File: config.mk
export PLATFORM = sky130hd
export DESIGN_NAME = channel_activity_expiry_tracker_top
export DESIGN_NICKNAME = d
export VERILOG_FILES = /design/src/sv/caet_pkg.sv /design/src/sv/caet_ram.sv /design/src/sv/channel_activity_expiry_tracker_top.sv
export VERILOG_INCLUDE_DIRS = /design/src /design/src/sv
export SDC_FILE = /design/constraint.sdc
export NUM_CORES = 2
export LEC_CHECK = 0
export BUFFER_PORTS_ARGS = -buffer_cell sky130_fd_sc_hd__buf_2
export CORE_MARGIN = 5
export CORE_UTILIZATION = 55
export DETAILED_ROUTE_END_ITERATION = 6
export PLACE_DENSITY_LB_ADDON = 0.3
export SLEW_MARGIN = 20
export SYNTH_ARGS = -nofsm -noshare
export SYNTH_HDL_FRONTEND = slang
export SYNTH_SLANG_ARGS = --single-unit
File: constraint.sdc
create_clock -name clk -period 7.8 [get_ports clk]
set_input_delay 0.78 -clock clk [delete_from_list [all_inputs] [get_ports clk]]
set_output_delay 0.78 -clock clk [all_outputs]
set_load 0.005 [all_outputs]
File: src/sv/channel_activity_expiry_tracker_top_macros.svh
// assertion macros shared by the tracker rtl
`ifndef CHANNEL_ACTIVITY_EXPIRY_TRACKER_TOP_MACROS_SVH
`define CHANNEL_ACTIVITY_EXPIRY_TRACKER_TOP_MACROS_SVH

// same-cycle implication, checked outside reset
`define CAET_ASSERT_NOW(label, ante, cons, msg) \
    label: assert property (@(posedge clk) disable iff (!rst_n) (ante) |-> (cons)) \
        else $error(msg);

// next-cycle implication, checked outside reset
`define CAET_ASSERT_NEXT(label, ante, cons, msg) \
    label: assert property (@(posedge clk) disable iff (!rst_n) (ante) |=> (cons)) \
        else $error(msg);

`endif

File: src/sv/caet_pkg.sv
package caet_pkg;

    // fixed field widths
    localparam int CHAN_W      = 4;
    localparam int PORT_TIME_W = 32;
    localparam int HOLD_W      = 32;
    localparam int MASK_W      = 16;
    localparam int NOTE_W      = 8;
    localparam int REQ_W       = 3;
    localparam int STATE_W     = 2;

    localparam logic [NOTE_W-1:0] NOTE_MAX  = 8'd255;
    localparam logic [HOLD_W-1:0] HOLD_RESET = 32'd1000;

    // request codes
    localparam logic [REQ_W-1:0] REQ_TRIGGER   = 3'd0;
    localparam logic [REQ_W-1:0] REQ_UPDATE    = 3'd1;
    localparam logic [REQ_W-1:0] REQ_QUERY     = 3'd2;
    localparam logic [REQ_W-1:0] REQ_CLEAR_CH  = 3'd3;
    localparam logic [REQ_W-1:0] REQ_CLEAR_ALL = 3'd4;

    // channel state codes
    localparam logic [STATE_W-1:0] CS_OFF   = 2'd0;
    localparam logic [STATE_W-1:0] CS_ON    = 2'd1;
    localparam logic [STATE_W-1:0] CS_EVENT = 2'd2;

endpackage

File: src/sv/caet_ram.sv
module caet_ram #(
    parameter int WIDTH = 36,
    parameter int DEPTH = 64
) (
    input  logic                                     clk,
    input  logic                                     we,
    input  logic [((DEPTH > 1) ? $clog2(DEPTH) : 1)-1:0] waddr,
    input  logic [WIDTH-1:0]                         wdata,
    input  logic                                     re,
    input  logic [((DEPTH > 1) ? $clog2(DEPTH) : 1)-1:0] raddr,
    output logic [WIDTH-1:0]                         rdata
);

    logic [WIDTH-1:0] mem [DEPTH];

    // one write port, one registered read port
    always_ff @(posedge clk)
    begin
        if (we)
        begin
            mem[waddr] <= wdata;
        end
        if (re)
        begin
            rdata <= mem[raddr];
        end
    end

endmodule

File: src/sv/channel_activity_expiry_tracker_top.sv
// Channel activity tracker: keeps a trigger count and a held-note count per
// channel and a ring of pending expiries in a single-port-read RAM. One
// request is taken at a time; req_stall stays high until its response has
// been moved into the output register. Trigger, query, clear-all and unused
// codes pass through the execute, head-read and head-latch steps. A time
// update alternates a read step and a compare step on the queue head,
// retiring expired heads until the queue is empty or the head is live. A
// channel clear walks every queued entry through the RAM's read port and
// writes back the ones it keeps. A response stalled at the output holds
// the sequencer in its last step until it is taken.
module channel_activity_expiry_tracker_top
    import caet_pkg::*;
#(
    parameter int CHANNELS    = 16,
    parameter int QUEUE_DEPTH = 64,
    parameter int TIME_BITS   = 32
) (
    input  logic                   clk,
    input  logic                   rst_n,
    // request channel
    input  logic                   req_valid,
    output logic                   req_stall,
    input  logic [REQ_W-1:0]       req_type,
    input  logic [CHAN_W-1:0]      channel,
    input  logic                   note_event,
    input  logic                   note_on,
    input  logic [PORT_TIME_W-1:0] now,
    // response channel
    output logic                   rsp_valid,
    input  logic                   rsp_stall,
    output logic [STATE_W-1:0]     chan_state,
    output logic [MASK_W-1:0]      active_mask,
    output logic                   dirty,
    output logic                   expiry_valid,
    output logic [PORT_TIME_W-1:0] next_expiry,
    output logic                   dropped,
    // configuration port
    input  logic                   psel,
    input  logic                   penable,
    input  logic                   pwrite,
    input  logic [1:0]             paddr,
    input  logic [HOLD_W-1:0]      pwdata,
    output logic [HOLD_W-1:0]      prdata,
    output logic                   pready
);

`include "channel_activity_expiry_tracker_top_macros.svh"

    localparam int QA_W   = $clog2(QUEUE_DEPTH);
    localparam int FILL_W = $clog2(QUEUE_DEPTH + 1);
    localparam int CNT_W  = FILL_W;
    localparam int CI_W   = (CHANNELS > 1) ? $clog2(CHANNELS) : 1;
    localparam int ENT_W  = CHAN_W + TIME_BITS;

    typedef enum logic [2:0] {
        ST_IDLE,
        ST_EXEC,
        ST_UPD_RD,
        ST_UPD_CHK,
        ST_CLR_RD,
        ST_CLR_WR,
        ST_HEAD_RD,
        ST_HEAD_LATCH
    } state_t;

    // queue slot at offset off from base, wrapping at the depth
    function automatic logic [QA_W-1:0] slot(input logic [QA_W-1:0] base,
                                             input logic [FILL_W-1:0] off);
        logic [FILL_W:0] sum;
        sum = (FILL_W+1)'(base) + (FILL_W+1)'(off);
        if (sum >= (FILL_W+1)'(QUEUE_DEPTH))
        begin
            sum = sum - (FILL_W+1)'(QUEUE_DEPTH);
        end
        return QA_W'(sum);
    endfunction

    // configuration register
    logic [HOLD_W-1:0] hold_time_reg;

    always_ff @(posedge clk or negedge rst_n)
    begin
        if (!rst_n)
        begin
            hold_time_reg <= HOLD_RESET;
        end
        else if (psel && penable && pwrite)
        begin
            hold_time_reg <= pwdata;
        end
    end

    assign prdata = hold_time_reg;
    assign pready = 1'b1;

    // sequencer state
    state_t                 state_reg, state_next;
    logic [REQ_W-1:0]       req_reg, req_next;
    logic [CHAN_W-1:0]      chan_reg, chan_next;
    logic                   note_ev_reg, note_ev_next;
    logic                   note_on_reg, note_on_next;
    logic [TIME_BITS-1:0]   now_reg, now_next;
    logic [CNT_W-1:0]       tcount_reg [CHANNELS];
    logic [CNT_W-1:0]       tcount_next [CHANNELS];
    logic [NOTE_W-1:0]      ncount_reg [CHANNELS];
    logic [NOTE_W-1:0]      ncount_next [CHANNELS];
    logic [QA_W-1:0]        head_reg, head_next;
    logic [FILL_W-1:0]      fill_reg, fill_next;
    logic [FILL_W-1:0]      k_reg, k_next;
    logic [FILL_W-1:0]      kept_reg, kept_next;
    logic                   dirty_reg, dirty_next;
    logic [STATE_W-1:0]     qstate_reg, qstate_next;
    logic                   lost_reg, lost_next;

    // registered response
    logic                   rsp_valid_reg, rsp_valid_next;
    logic [STATE_W-1:0]     chan_state_reg, chan_state_next;
    logic [MASK_W-1:0]      active_mask_reg, active_mask_next;
    logic                   dirty_out_reg, dirty_out_next;
    logic                   expiry_valid_reg, expiry_valid_next;
    logic [PORT_TIME_W-1:0] next_expiry_reg, next_expiry_next;
    logic                   dropped_reg, dropped_next;

    // queue ram
    logic                   ram_we;
    logic [QA_W-1:0]        ram_waddr;
    logic [ENT_W-1:0]       ram_wdata;
    logic                   ram_re;
    logic [QA_W-1:0]        ram_raddr;
    logic [ENT_W-1:0]       ram_rdata;
    logic [CHAN_W-1:0]      rd_chan;
    logic [TIME_BITS-1:0]   rd_expire;

    caet_ram #(
        .WIDTH(ENT_W),
        .DEPTH(QUEUE_DEPTH)
    ) u_queue (
        .clk  (clk),
        .we   (ram_we),
        .waddr(ram_waddr),
        .wdata(ram_wdata),
        .re   (ram_re),
        .raddr(ram_raddr),
        .rdata(ram_rdata)
    );

    assign rd_chan   = ram_rdata[ENT_W-1 -: CHAN_W];
    assign rd_expire = ram_rdata[TIME_BITS-1:0];

    // shared count index: queue entry channel while retiring, else request channel
    logic [CHAN_W-1:0]    sel_chan;
    logic                 sel_in_range;
    logic [CI_W-1:0]      sel_idx;
    logic [CNT_W-1:0]     sel_tcount;
    logic [NOTE_W-1:0]    sel_ncount;
    logic [TIME_BITS-1:0] exp_time;

    assign sel_chan     = (state_reg == ST_UPD_CHK) ? rd_chan : chan_reg;
    assign sel_in_range = (32'(sel_chan) < CHANNELS);
    assign sel_idx      = CI_W'(sel_chan);
    assign sel_tcount   = tcount_reg[sel_idx];
    assign sel_ncount   = ncount_reg[sel_idx];
    assign exp_time     = now_reg + TIME_BITS'(hold_time_reg);

    // activity mask over the visible channels
    logic [MASK_W-1:0] mask_now;

    for (genvar c = 0; c < MASK_W; c++)
    begin : g_mask
        if (c < CHANNELS)
        begin : g_live
            assign mask_now[c] = (tcount_reg[c] != '0);
        end
        else
        begin : g_none
            assign mask_now[c] = 1'b0;
        end
    end

    // next-state logic
    always_comb
    begin
        state_next        = state_reg;
        req_next          = req_reg;
        chan_next         = chan_reg;
        note_ev_next      = note_ev_reg;
        note_on_next      = note_on_reg;
        now_next          = now_reg;
        tcount_next       = tcount_reg;
        ncount_next       = ncount_reg;
        head_next         = head_reg;
        fill_next         = fill_reg;
        k_next            = k_reg;
        kept_next         = kept_reg;
        dirty_next        = dirty_reg;
        qstate_next       = qstate_reg;
        lost_next         = lost_reg;
        rsp_valid_next    = rsp_valid_reg;
        chan_state_next   = chan_state_reg;
        active_mask_next  = active_mask_reg;
        dirty_out_next    = dirty_out_reg;
        expiry_valid_next = expiry_valid_reg;
        next_expiry_next  = next_expiry_reg;
        dropped_next      = dropped_reg;
        ram_we            = 1'b0;
        ram_waddr         = slot(head_reg, fill_reg);
        ram_wdata         = {chan_reg, exp_time};
        ram_re            = 1'b0;
        ram_raddr         = head_reg;

        // response taken downstream
        if (rsp_valid_reg && !rsp_stall)
        begin
            rsp_valid_next = 1'b0;
        end

        case (state_reg)
            ST_IDLE:
            begin
                if (req_valid)
                begin
                    req_next     = req_type;
                    chan_next    = channel;
                    note_ev_next = note_event;
                    note_on_next = note_on;
                    now_next     = TIME_BITS'(now);
                    qstate_next  = CS_OFF;
                    lost_next    = 1'b0;
                    state_next   = ST_EXEC;
                end
            end

            ST_EXEC:
            begin
                state_next = ST_HEAD_RD;
                case (req_reg)
                    REQ_TRIGGER:
                    begin
                        if (sel_in_range)
                        begin
                            if (fill_reg == FILL_W'(QUEUE_DEPTH))
                            begin
                                lost_next = 1'b1;
                            end
                            else
                            begin
                                ram_we               = 1'b1;
                                fill_next            = fill_reg + 1'b1;
                                tcount_next[sel_idx] = sel_tcount + 1'b1;
                                if (sel_tcount == '0)
                                begin
                                    dirty_next = 1'b1;
                                end
                                if (note_ev_reg && note_on_reg && sel_ncount < NOTE_MAX)
                                begin
                                    ncount_next[sel_idx] = sel_ncount + 1'b1;
                                    if (sel_ncount == '0)
                                    begin
                                        dirty_next = 1'b1;
                                    end
                                end
                                else if (note_ev_reg && !note_on_reg && sel_ncount != '0)
                                begin
                                    ncount_next[sel_idx] = sel_ncount - 1'b1;
                                    if (sel_ncount == NOTE_W'(1))
                                    begin
                                        dirty_next = 1'b1;
                                    end
                                end
                            end
                        end
                    end

                    REQ_UPDATE:
                    begin
                        state_next = ST_UPD_RD;
                    end

                    REQ_QUERY:
                    begin
                        dirty_next = 1'b0;
                        if (sel_in_range)
                        begin
                            if (sel_tcount != '0)
                            begin
                                qstate_next = CS_EVENT;
                            end
                            else if (sel_ncount != '0)
                            begin
                                qstate_next = CS_ON;
                            end
                        end
                    end

                    REQ_CLEAR_CH:
                    begin
                        if (sel_in_range)
                        begin
                            tcount_next[sel_idx] = '0;
                            ncount_next[sel_idx] = '0;
                            dirty_next           = 1'b1;
                            k_next               = '0;
                            kept_next            = '0;
                            state_next           = ST_CLR_RD;
                        end
                    end

                    REQ_CLEAR_ALL:
                    begin
                        for (int c = 0; c < CHANNELS; c++)
                        begin
                            tcount_next[c] = '0;
                            ncount_next[c] = '0;
                        end
                        head_next  = '0;
                        fill_next  = '0;
                        dirty_next = 1'b1;
                    end

                    default:
                    begin
                    end
                endcase
            end

            // retire expired heads, one per read and compare
            ST_UPD_RD:
            begin
                if (fill_reg == '0)
                begin
                    state_next = ST_HEAD_RD;
                end
                else
                begin
                    ram_re     = 1'b1;
                    state_next = ST_UPD_CHK;
                end
            end

            ST_UPD_CHK:
            begin
                if (now_reg >= rd_expire)
                begin
                    if (sel_in_range && sel_tcount != '0)
                    begin
                        tcount_next[sel_idx] = sel_tcount - 1'b1;
                        if (sel_tcount == CNT_W'(1))
                        begin
                            dirty_next = 1'b1;
                        end
                    end
                    head_next  = slot(head_reg, FILL_W'(1));
                    fill_next  = fill_reg - 1'b1;
                    state_next = ST_UPD_RD;
                end
                else
                begin
                    // read data already holds the live head
                    state_next = ST_HEAD_LATCH;
                end
            end

            // compact the queue, dropping the cleared channel
            ST_CLR_RD:
            begin
                if (k_reg == fill_reg)
                begin
                    fill_next  = kept_reg;
                    state_next = ST_HEAD_RD;
                end
                else
                begin
                    ram_re     = 1'b1;
                    ram_raddr  = slot(head_reg, k_reg);
                    state_next = ST_CLR_WR;
                end
            end

            ST_CLR_WR:
            begin
                if (rd_chan != chan_reg)
                begin
                    ram_we    = 1'b1;
                    ram_waddr = slot(head_reg, kept_reg);
                    ram_wdata = ram_rdata;
                    kept_next = kept_reg + 1'b1;
                end
                k_next     = k_reg + 1'b1;
                state_next = ST_CLR_RD;
            end

            ST_HEAD_RD:
            begin
                ram_re     = 1'b1;
                state_next = ST_HEAD_LATCH;
            end

            // load the response once the output register is free
            ST_HEAD_LATCH:
            begin
                if (!rsp_valid_reg || !rsp_stall)
                begin
                    rsp_valid_next    = 1'b1;
                    chan_state_next   = qstate_reg;
                    active_mask_next  = mask_now;
                    dirty_out_next    = dirty_reg;
                    expiry_valid_next = (fill_reg != '0);
                    next_expiry_next  = (fill_reg != '0) ? PORT_TIME_W'(rd_expire) : '0;
                    dropped_next      = lost_reg;
                    state_next        = ST_IDLE;
                end
            end

            default:
            begin
                state_next = ST_IDLE;
            end
        endcase
    end

    // state and registered outputs
    always_ff @(posedge clk or negedge rst_n)
    begin
        if (!rst_n)
        begin
            state_reg        <= ST_IDLE;
            req_reg          <= REQ_TRIGGER;
            chan_reg         <= '0;
            note_ev_reg      <= 1'b0;
            note_on_reg      <= 1'b0;
            now_reg          <= '0;
            for (int c = 0; c < CHANNELS; c++)
            begin
                tcount_reg[c] <= '0;
                ncount_reg[c] <= '0;
            end
            head_reg         <= '0;
            fill_reg         <= '0;
            k_reg            <= '0;
            kept_reg         <= '0;
            dirty_reg        <= 1'b1;
            qstate_reg       <= CS_OFF;
            lost_reg         <= 1'b0;
            rsp_valid_reg    <= 1'b0;
            chan_state_reg   <= CS_OFF;
            active_mask_reg  <= '0;
            dirty_out_reg    <= 1'b0;
            expiry_valid_reg <= 1'b0;
            next_expiry_reg  <= '0;
            dropped_reg      <= 1'b0;
        end
        else
        begin
            state_reg        <= state_next;
            req_reg          <= req_next;
            chan_reg         <= chan_next;
            note_ev_reg      <= note_ev_next;
            note_on_reg      <= note_on_next;
            now_reg          <= now_next;
            tcount_reg       <= tcount_next;
            ncount_reg       <= ncount_next;
            head_reg         <= head_next;
            fill_reg         <= fill_next;
            k_reg            <= k_next;
            kept_reg         <= kept_next;
            dirty_reg        <= dirty_next;
            qstate_reg       <= qstate_next;
            lost_reg         <= lost_next;
            rsp_valid_reg    <= rsp_valid_next;
            chan_state_reg   <= chan_state_next;
            active_mask_reg  <= active_mask_next;
            dirty_out_reg    <= dirty_out_next;
            expiry_valid_reg <= expiry_valid_next;
            next_expiry_reg  <= next_expiry_next;
            dropped_reg      <= dropped_next;
        end
    end

    assign req_stall    = (state_reg != ST_IDLE);
    assign rsp_valid    = rsp_valid_reg;
    assign chan_state   = chan_state_reg;
    assign active_mask  = active_mask_reg;
    assign dirty        = dirty_out_reg;
    assign expiry_valid = expiry_valid_reg;
    assign next_expiry  = next_expiry_reg;
    assign dropped      = dropped_reg;

    // checks
    `CAET_ASSERT_NOW(a_fill_bound, 1'b1, fill_reg <= FILL_W'(QUEUE_DEPTH), "queue fill over depth")
    `CAET_ASSERT_NOW(a_rsp_from_latch, $rose(rsp_valid_reg), $past(state_reg) == ST_HEAD_LATCH, "response raised outside latch step")
    `CAET_ASSERT_NEXT(a_clear_all_empty, state_reg == ST_EXEC && req_reg == REQ_CLEAR_ALL, fill_reg == '0 && head_reg == '0, "clear all left queue entries")
    `CAET_ASSERT_NEXT(a_full_drops, state_reg == ST_EXEC && req_reg == REQ_TRIGGER && sel_in_range && fill_reg == FILL_W'(QUEUE_DEPTH), lost_reg && fill_reg == FILL_W'(QUEUE_DEPTH), "full queue trigger not dropped")
    `CAET_ASSERT_NOW(a_compact_order, state_reg == ST_CLR_RD || state_reg == ST_CLR_WR, kept_reg <= k_reg && k_reg <= fill_reg, "compaction pointers out of order")

endmodule
======== Yosys cells after proc, flatten, opt, wreduce, memory -nomap -nowiden ========
Memories as Yosys holds them, arrays and structs flattened. A register that Yosys moved wholly into a read port is not among the register bits.
Index checks and enable logic that the tools add are counted.
word-level totals
  register bits ........................... 401
  memory bits (writable) .................. 2304
  output and inout bits ................... 88
  logic and storage cells ................. 260
  memories ................................ 1
cells by class
  add/sub/neg operators ................... 17
  order comparisons ....................... 8
  equal/unequal tests ..................... 35
  muxes and demuxes ....................... 86
  bitwise logic cells ..................... 5
  reductions and logical operators ........ 55
memory list
  memory       depth  bits a word  read ports  clocked after memory_dff  wr ports  line            source
  u_queue.mem  64     36           1           1                         1         caet_ram.sv:14  logic [WIDTH-1:0] mem [DEPTH];
operator list
  operator                                     count
  2-to-1 mux 128 bit                           3
  one-hot mux 128 bit (3 select lines)         1
  2-to-1 mux 112 bit                           3
  one-hot mux 112 bit (3 select lines)         1
  bitwise mux 128 bit                          2
  bitwise mux 112 bit                          2
  one-hot mux 112 bit (2 select lines)         1
  bitwise AND 128 bit                          1
  inverter 128 bit                             1
  nonzero test 7 bit                           18
  bitwise AND 112 bit                          1
  inverter 112 bit                             1
  2-to-1 mux 36 bit                            2
  2-to-1 mux 6 bit                             10
  2-to-1 mux 7 bit                             8
  one-hot mux 7 bit (2 select lines)           3
  adder 32 bit                                 1
  binary-select mux 8 bit (select 4 bit)       1
  demux 8 bit (select 4 bit)                   1
  >= comparator 32 bit                         1
  2-to-1 mux 32 bit                            1
  adder 7 x 1 -> 7 bit, second input constant  4
  binary-select mux 7 bit (select 4 bit)       1
  demux 7 bit (select 4 bit)                   1
  52 further kinds                             137

======== Longest topological paths before layout ========
  depth after elaboration ................. 14
  depth in mapped cells ................... 22
  gate-level depth less buffers ........... 16

======== By module ========
From an unflattened synthesis, not the netlist that was laid out.
second synthesis, totals
  cells, all modules ...................... 6549
  area, all modules ....................... 113152.3 µm²
by module, submodules not included
  module                               instances  cells each  area each (µm²)  seq. area each (µm²)
  caet_ram                             1          3823        88442.3          70267.4
  channel_activity_expiry_tracker_top  1          2726        24709.9          10043.4

======== Least setup slack after synthesis ========
No wires, ideal clock.
  kind .................................... register to register
  start ................................... reg hold_time_reg[0], in the netlist prdata[0]
  end ..................................... mem u_queue.mem[0][30] (data pin)
  library setup time ...................... 720 ps
  arrival time ............................ 5130 ps
  data required time ...................... 7080 ps
  path slack .............................. 1950 ps
  stages on the path, launching flop included .. 14
  buffers on the path ..................... 0
  cell sequence ........................... dfrtp_1 ha_1 inv_1 fa_1 nor2b_1 o21a_1 o21ai_0 a41oi_1 o21ai_0 o21ai_0 a41o_1 o211a_1 o21a_1 o31ai_1
on the way
  word-level cells in the longest chain between the ends .. 3
ends and longest elaborated chain
  element                  line                                        source
  start, declared          channel_activity_expiry_tracker_top.sv:79   logic [HOLD_W-1:0] hold_time_reg;
  start signal, assigned   channel_activity_expiry_tracker_top.sv:89   hold_time_reg <= pwdata;
  adder 32 bit (*)         channel_activity_expiry_tracker_top.sv:163  assign exp_time = now_reg + TIME_BITS'(hold_time_reg);
  2-to-1 mux 36 bit        channel_activity_expiry_tracker_top.sv:381  if (rd_chan != chan_reg)
  2-to-1 mux 36 bit (*)    channel_activity_expiry_tracker_top.sv:217  case (state_reg)
  named net ram_wdata[30]  channel_activity_expiry_tracker_top.sv:127  logic [ENT_W-1:0] ram_wdata;
  end, declared            caet_ram.sv:14
Mark *: on every way through the listed nets, which the timed path passes. The rest lies on a longest branch.

======== Worst setup path in the final report ========
  start ................................... reg state_reg[2]
  end ..................................... reg ncount_reg[111] (netlist name)
on the way
  word-level cells in the longest chain between the ends .. 12
  elaborated cells between the ends (all ways) .. 28
  classes of those cells .................. 2 x add/sub; 3 x order compare; 3 x eq/ne; 12 x mux; 3 x bitwise; 5 x reduce/logical
ends and longest elaborated chain
  element                                                                             line                                                                                                                                source
  start, declared                                                                     channel_activity_expiry_tracker_top.sv:97                                                                                           state_t state_reg, state_next;
  start signal, assigned                                                              channel_activity_expiry_tracker_top.sv:454                                                                                          state_reg <= state_next;
  equality test 3 x 2 -> 1 bit                                                        channel_activity_expiry_tracker_top.sv:158                                                                                          assign sel_chan = (state_reg == ST_UPD_CHK) ? rd_chan : chan_reg;
  2-to-1 mux 4 bit                                                                    channel_activity_expiry_tracker_top.sv:158
  inverter 4 -> 5 bit (not written as such)                                           n/a
  binary-select mux 8 bit (select 4 bit) (tied with other cells)                      channel_activity_expiry_tracker_top.sv:162                                                                                          assign sel_ncount = ncount_reg[sel_idx];
  2-to-1 mux 8 bit (not written as such) / logical AND 1 bit (equally long branches)  n/a
  2-to-1 mux 8 bit, on equally long branches                                          n/a
  subtractor 8 x 1 -> 8 bit / demux 8 bit (select 4 bit) (equally long branches)      channel_activity_expiry_tracker_top.sv:264, channel_activity_expiry_tracker_top.sv:256, channel_activity_expiry_tracker_top.sv:300
  bitwise mux 128 bit                                                                 channel_activity_expiry_tracker_top.sv:264                                                                                          ncount_next[sel_idx] = sel_ncount - 1'b1;
  2-to-1 mux 128 bit                                                                  channel_activity_expiry_tracker_top.sv:262                                                                                          else if (note_ev_reg && !note_on_reg && sel_ncount != '0)
  2-to-1 mux 128 bit                                                                  channel_activity_expiry_tracker_top.sv:254                                                                                          if (note_ev_reg && note_on_reg && sel_ncount < NOTE_MAX)
  2-to-1 mux 128 bit                                                                  channel_activity_expiry_tracker_top.sv:241                                                                                          if (fill_reg == FILL_W'(QUEUE_DEPTH))
  one-hot mux 128 bit (3 select lines)                                                channel_activity_expiry_tracker_top.sv:236                                                                                          case (req_reg)
  end signal, assigned                                                                channel_activity_expiry_tracker_top.sv:461                                                                                          ncount_reg <= ncount_next;
  end, declared                                                                       channel_activity_expiry_tracker_top.sv:105                                                                                          logic [NOTE_W-1:0] ncount_reg [CHANNELS];
Parallel ways exist; a longest one is shown, timed or not. The select of a mux whose other input is x is not followed.
A chain may end at the register's enable or synchronous reset.

==> results.json <==
{
  "cts_made_buffers": 293,
  "start_util_pct": 55.42,
  "cts_tree": "yes",
  "drc": 0,
  "critPathTopFamily": "compound AO/OA/AOI/OAI gates",
  "syn_area_per_cell_um2": 16.71,
  "path_buf_inv": 2,
  "viasPerCell": 6.747,
  "first_iter_violations": 9118,
  "min_path_type": "input port to register",
  "crit_required_ns": 8.55,
  "clk_path_buf_depth": 4,
  "setup_ws_ns": 1.292,
  "die_h_um": 467.3,
  "yosysMostFrequentCell": "edfxtp_1",
  "min_period_over_period_pct": 83.44,
  "die_x_um": 467.3,
  "top_level_ports": 170,
  "grt_pass1_vias": 68140,
  "cp_slowest_cell": "or3b_1",
  "routed_wl_um": 325000,
  "ys_warn_count": 0,
  "max_stage_delay_ns": 0.84,
  "hold_viol": 0,
  "crit_type": "register to register",
  "maxCapViolCount": 0,
  "slew_headroom_pct": 14.22,
  "clock-skew-final_ns": 0.07502,
  "cts.clk_slew.worst_paths_ns": 0.06,
  "gr-total-overflow": 0,
  "worstPathMaxFanout": 38,
  "ys_types": 91,
  "worstSkewPairLatency_ns": 0.94,
  "setup_viol": 0,
  "critPathLaunchType": "register",
  "port_buffers": 166,
  "synth_nets": 7058,
  "drive_above_1_share_pct": 22.42,
  "track_usage_pct": 29.74,
  "min_period_ns": 6.508,
  "setup_tns_ns": 0,
  "rsz0062_at_grt": "no",
  "cp_common_cell": "buf_4",
  "leakage_nw": 45.29,
  "grt_antenna_before_repair": 6,
  "cp_data_arrival_time_ns": 7.26,
  "grt_pass1_wl_um": 472900,
  "synth_edf_count": 2340,
  "max_clock_freq_mhz": 153.7,
  "htree_levels": 5,
  "end_kind": "register",
  "r2r_slack_ns": 1.29,
  "dieArea_um2": 218300,
  "synth_top_area_share_pct": 61.11,
  "holdWs_ns": 0.1084,
  "cts.sinks": 2741,
  "cts_root_buf": "clkbuf_16",
  "place_congestion": 0.9284,
  "dp_hpwl_um": 193900,
  "ys_seq_area_share_pct": 69.84,
  "slew_violations": 0,
  "ys_ff_latch": 2741,
  "irDropWorstVdd_v": 0.0006225,
  "rows": 167,
  "vias": 68500,
  "grt_max_degree": 140,
  "core_area_um2": 207500,
  "dp_slack_ns": 1.466,
  "ant_nets": 0,
  "largest_register_ffs": 2304,
  "tightest_slew_ns": 1.279,
  "wl_per_cell_um": 32.01,
  "outcome": "finished clean",
  "worstPathCellList": "nand3b_4 > buf_4 > mux2i_4 > buf_4 > mux4_2 > a211oi_4 > ha_1 > nand3b_1 > o31ai_1 > a31o_4 > or3b_1 > o2bb2ai_1",
  "postSynth.asyncResetShare_pct": 14.63,
  "synth_flop_cell": "edfxtp_1",
  "netlist_area_um2": 115000,
  "num-nets-final": 7332,
  "drtPass1Iterations": 6,
  "synthTopCellsByArea": "edfxtp_1 61%, mux4_2 11%, dfrtp_1 8.6%",
  "syn_inst": 6882,
  "p_per_area_nw_per_um2": 460.3,
  "synth_top_area_cell": "edfxtp_1",
  "syn2layout_area_growth_pct": 12.55,
  "nFillCells": 14480,
  "netlist_top_cells_count": "2340 x edfxtp_1, 668 x nand2_1, 584 x mux4_2"
}
==> power breakdown <==
group          switching (mW)  internal (mW)
clock network            5.49           7.50
registers                1.01           22.3
logic                    16.1           7.25
total                    22.5           37.0
==> path summary, 6_finish.rpt <==
path / start / end / cells after the start
min in group asynchronous: rst_n / fill_reg[4] / 2
max in group asynchronous: rst_n / now_reg[19] / 4
min: channel[2] / chan_reg[2] / 2
min reg2reg: next_expiry[9] / next_expiry[9] / 2
max: state_reg[2] / ncount_reg[111] / 12
max reg2reg: state_reg[2] / ncount_reg[111] / 12
==> metrics by stage <==
step / power, mW / instance area, µm² / std cells / util (%)
finish: 59.57 / 129400 / 10150 / 62.37
global route: 61.77 / 129400 / 10150 / 62.37
CTS: 59.41 / 129400 / 10150 / 62.37
detailed placement: 46.50 / 120600 / 9648 / 58.14
global placement: 45.81 / 120600 / 9647 / 58.13
floorplan: 37.58 / 115000 / 6882 / -
==> logic make-up (layout without fill, tap and decap cells) <==
kind of cell,after synthesis,after routing,share of synthesized area [%]
flip-flops,2741,2741,69.84
multiplexers,955,955,14.80
adder cells (fa/ha/maj),94,94,1.049
AND/OR/NAND/NOR,1447,1447,5.660
AO/OA/AOI/OAI,1064,1064,6.252
XOR/XNOR,67,67,0.5103
other,1,7,0.003261
buffers and inverters,513,990,1.881
==> what timing repair did <==
| action | CTS | global route |
|---|---|---|
| setup buffers | 0 | 0 |
| hold buffers | 1 | 0 |
| hold endpoints to repair | 92 | 0 |
| resized for setup | 0 | 0 |
==> final cells by class <==
cell class	instances	area, µm²	area share, %
timing repair buffer	410	2900	2.241
antenna	6	15.01	0.01160
clock buffer	386	7954	6.146
clock inverter	112	807.0	0.6236
tap	2788	3488	2.695
sequential	2741	80310	62.05
multi-input combinational	3628	33640	25.99
inverter	82	307.8	0.2378
==> layout by cell type (no fill, tap or decap), types with 29 or more instances in the layout <==
master,count
nand2_1,664
edfxtp_1,2340
a31oi_1,59
dfrtp_1,394
inv_1,82
clkbuf_16,303
xor2_1,29
clkinv_1,51
buf_4,225
nand4_1,80
and3_1,63
clkinv_2,42
nor2_1,190
a32oi_1,33
nor2_4,68
mux2i_1,244
o31ai_1,41
buf_2,165
o21ai_0,251
clkbuf_1,77
nor3_1,41
xnor2_1,34
a2111oi_0,32
mux4_2,584
mux2_2,116
o22ai_1,34
ha_1,90
a21oi_1,177
a21o_1,38
a211oi_1,108
nand3_1,193
a32o_1,32
a221o_1,31
==> routing by layer <==
| layer | track usage, % | part of all wire (%) |
|---|---|---|
| met4 | 14.38 | 5.6 |
| met3 | 6.495 | 10 |
| met2 | 47.01 | 47 |
| met1 | 39.74 | 37 |
| met5 | 0 | 0 |
Note: power is estimated with default switching activity, not from simulation.
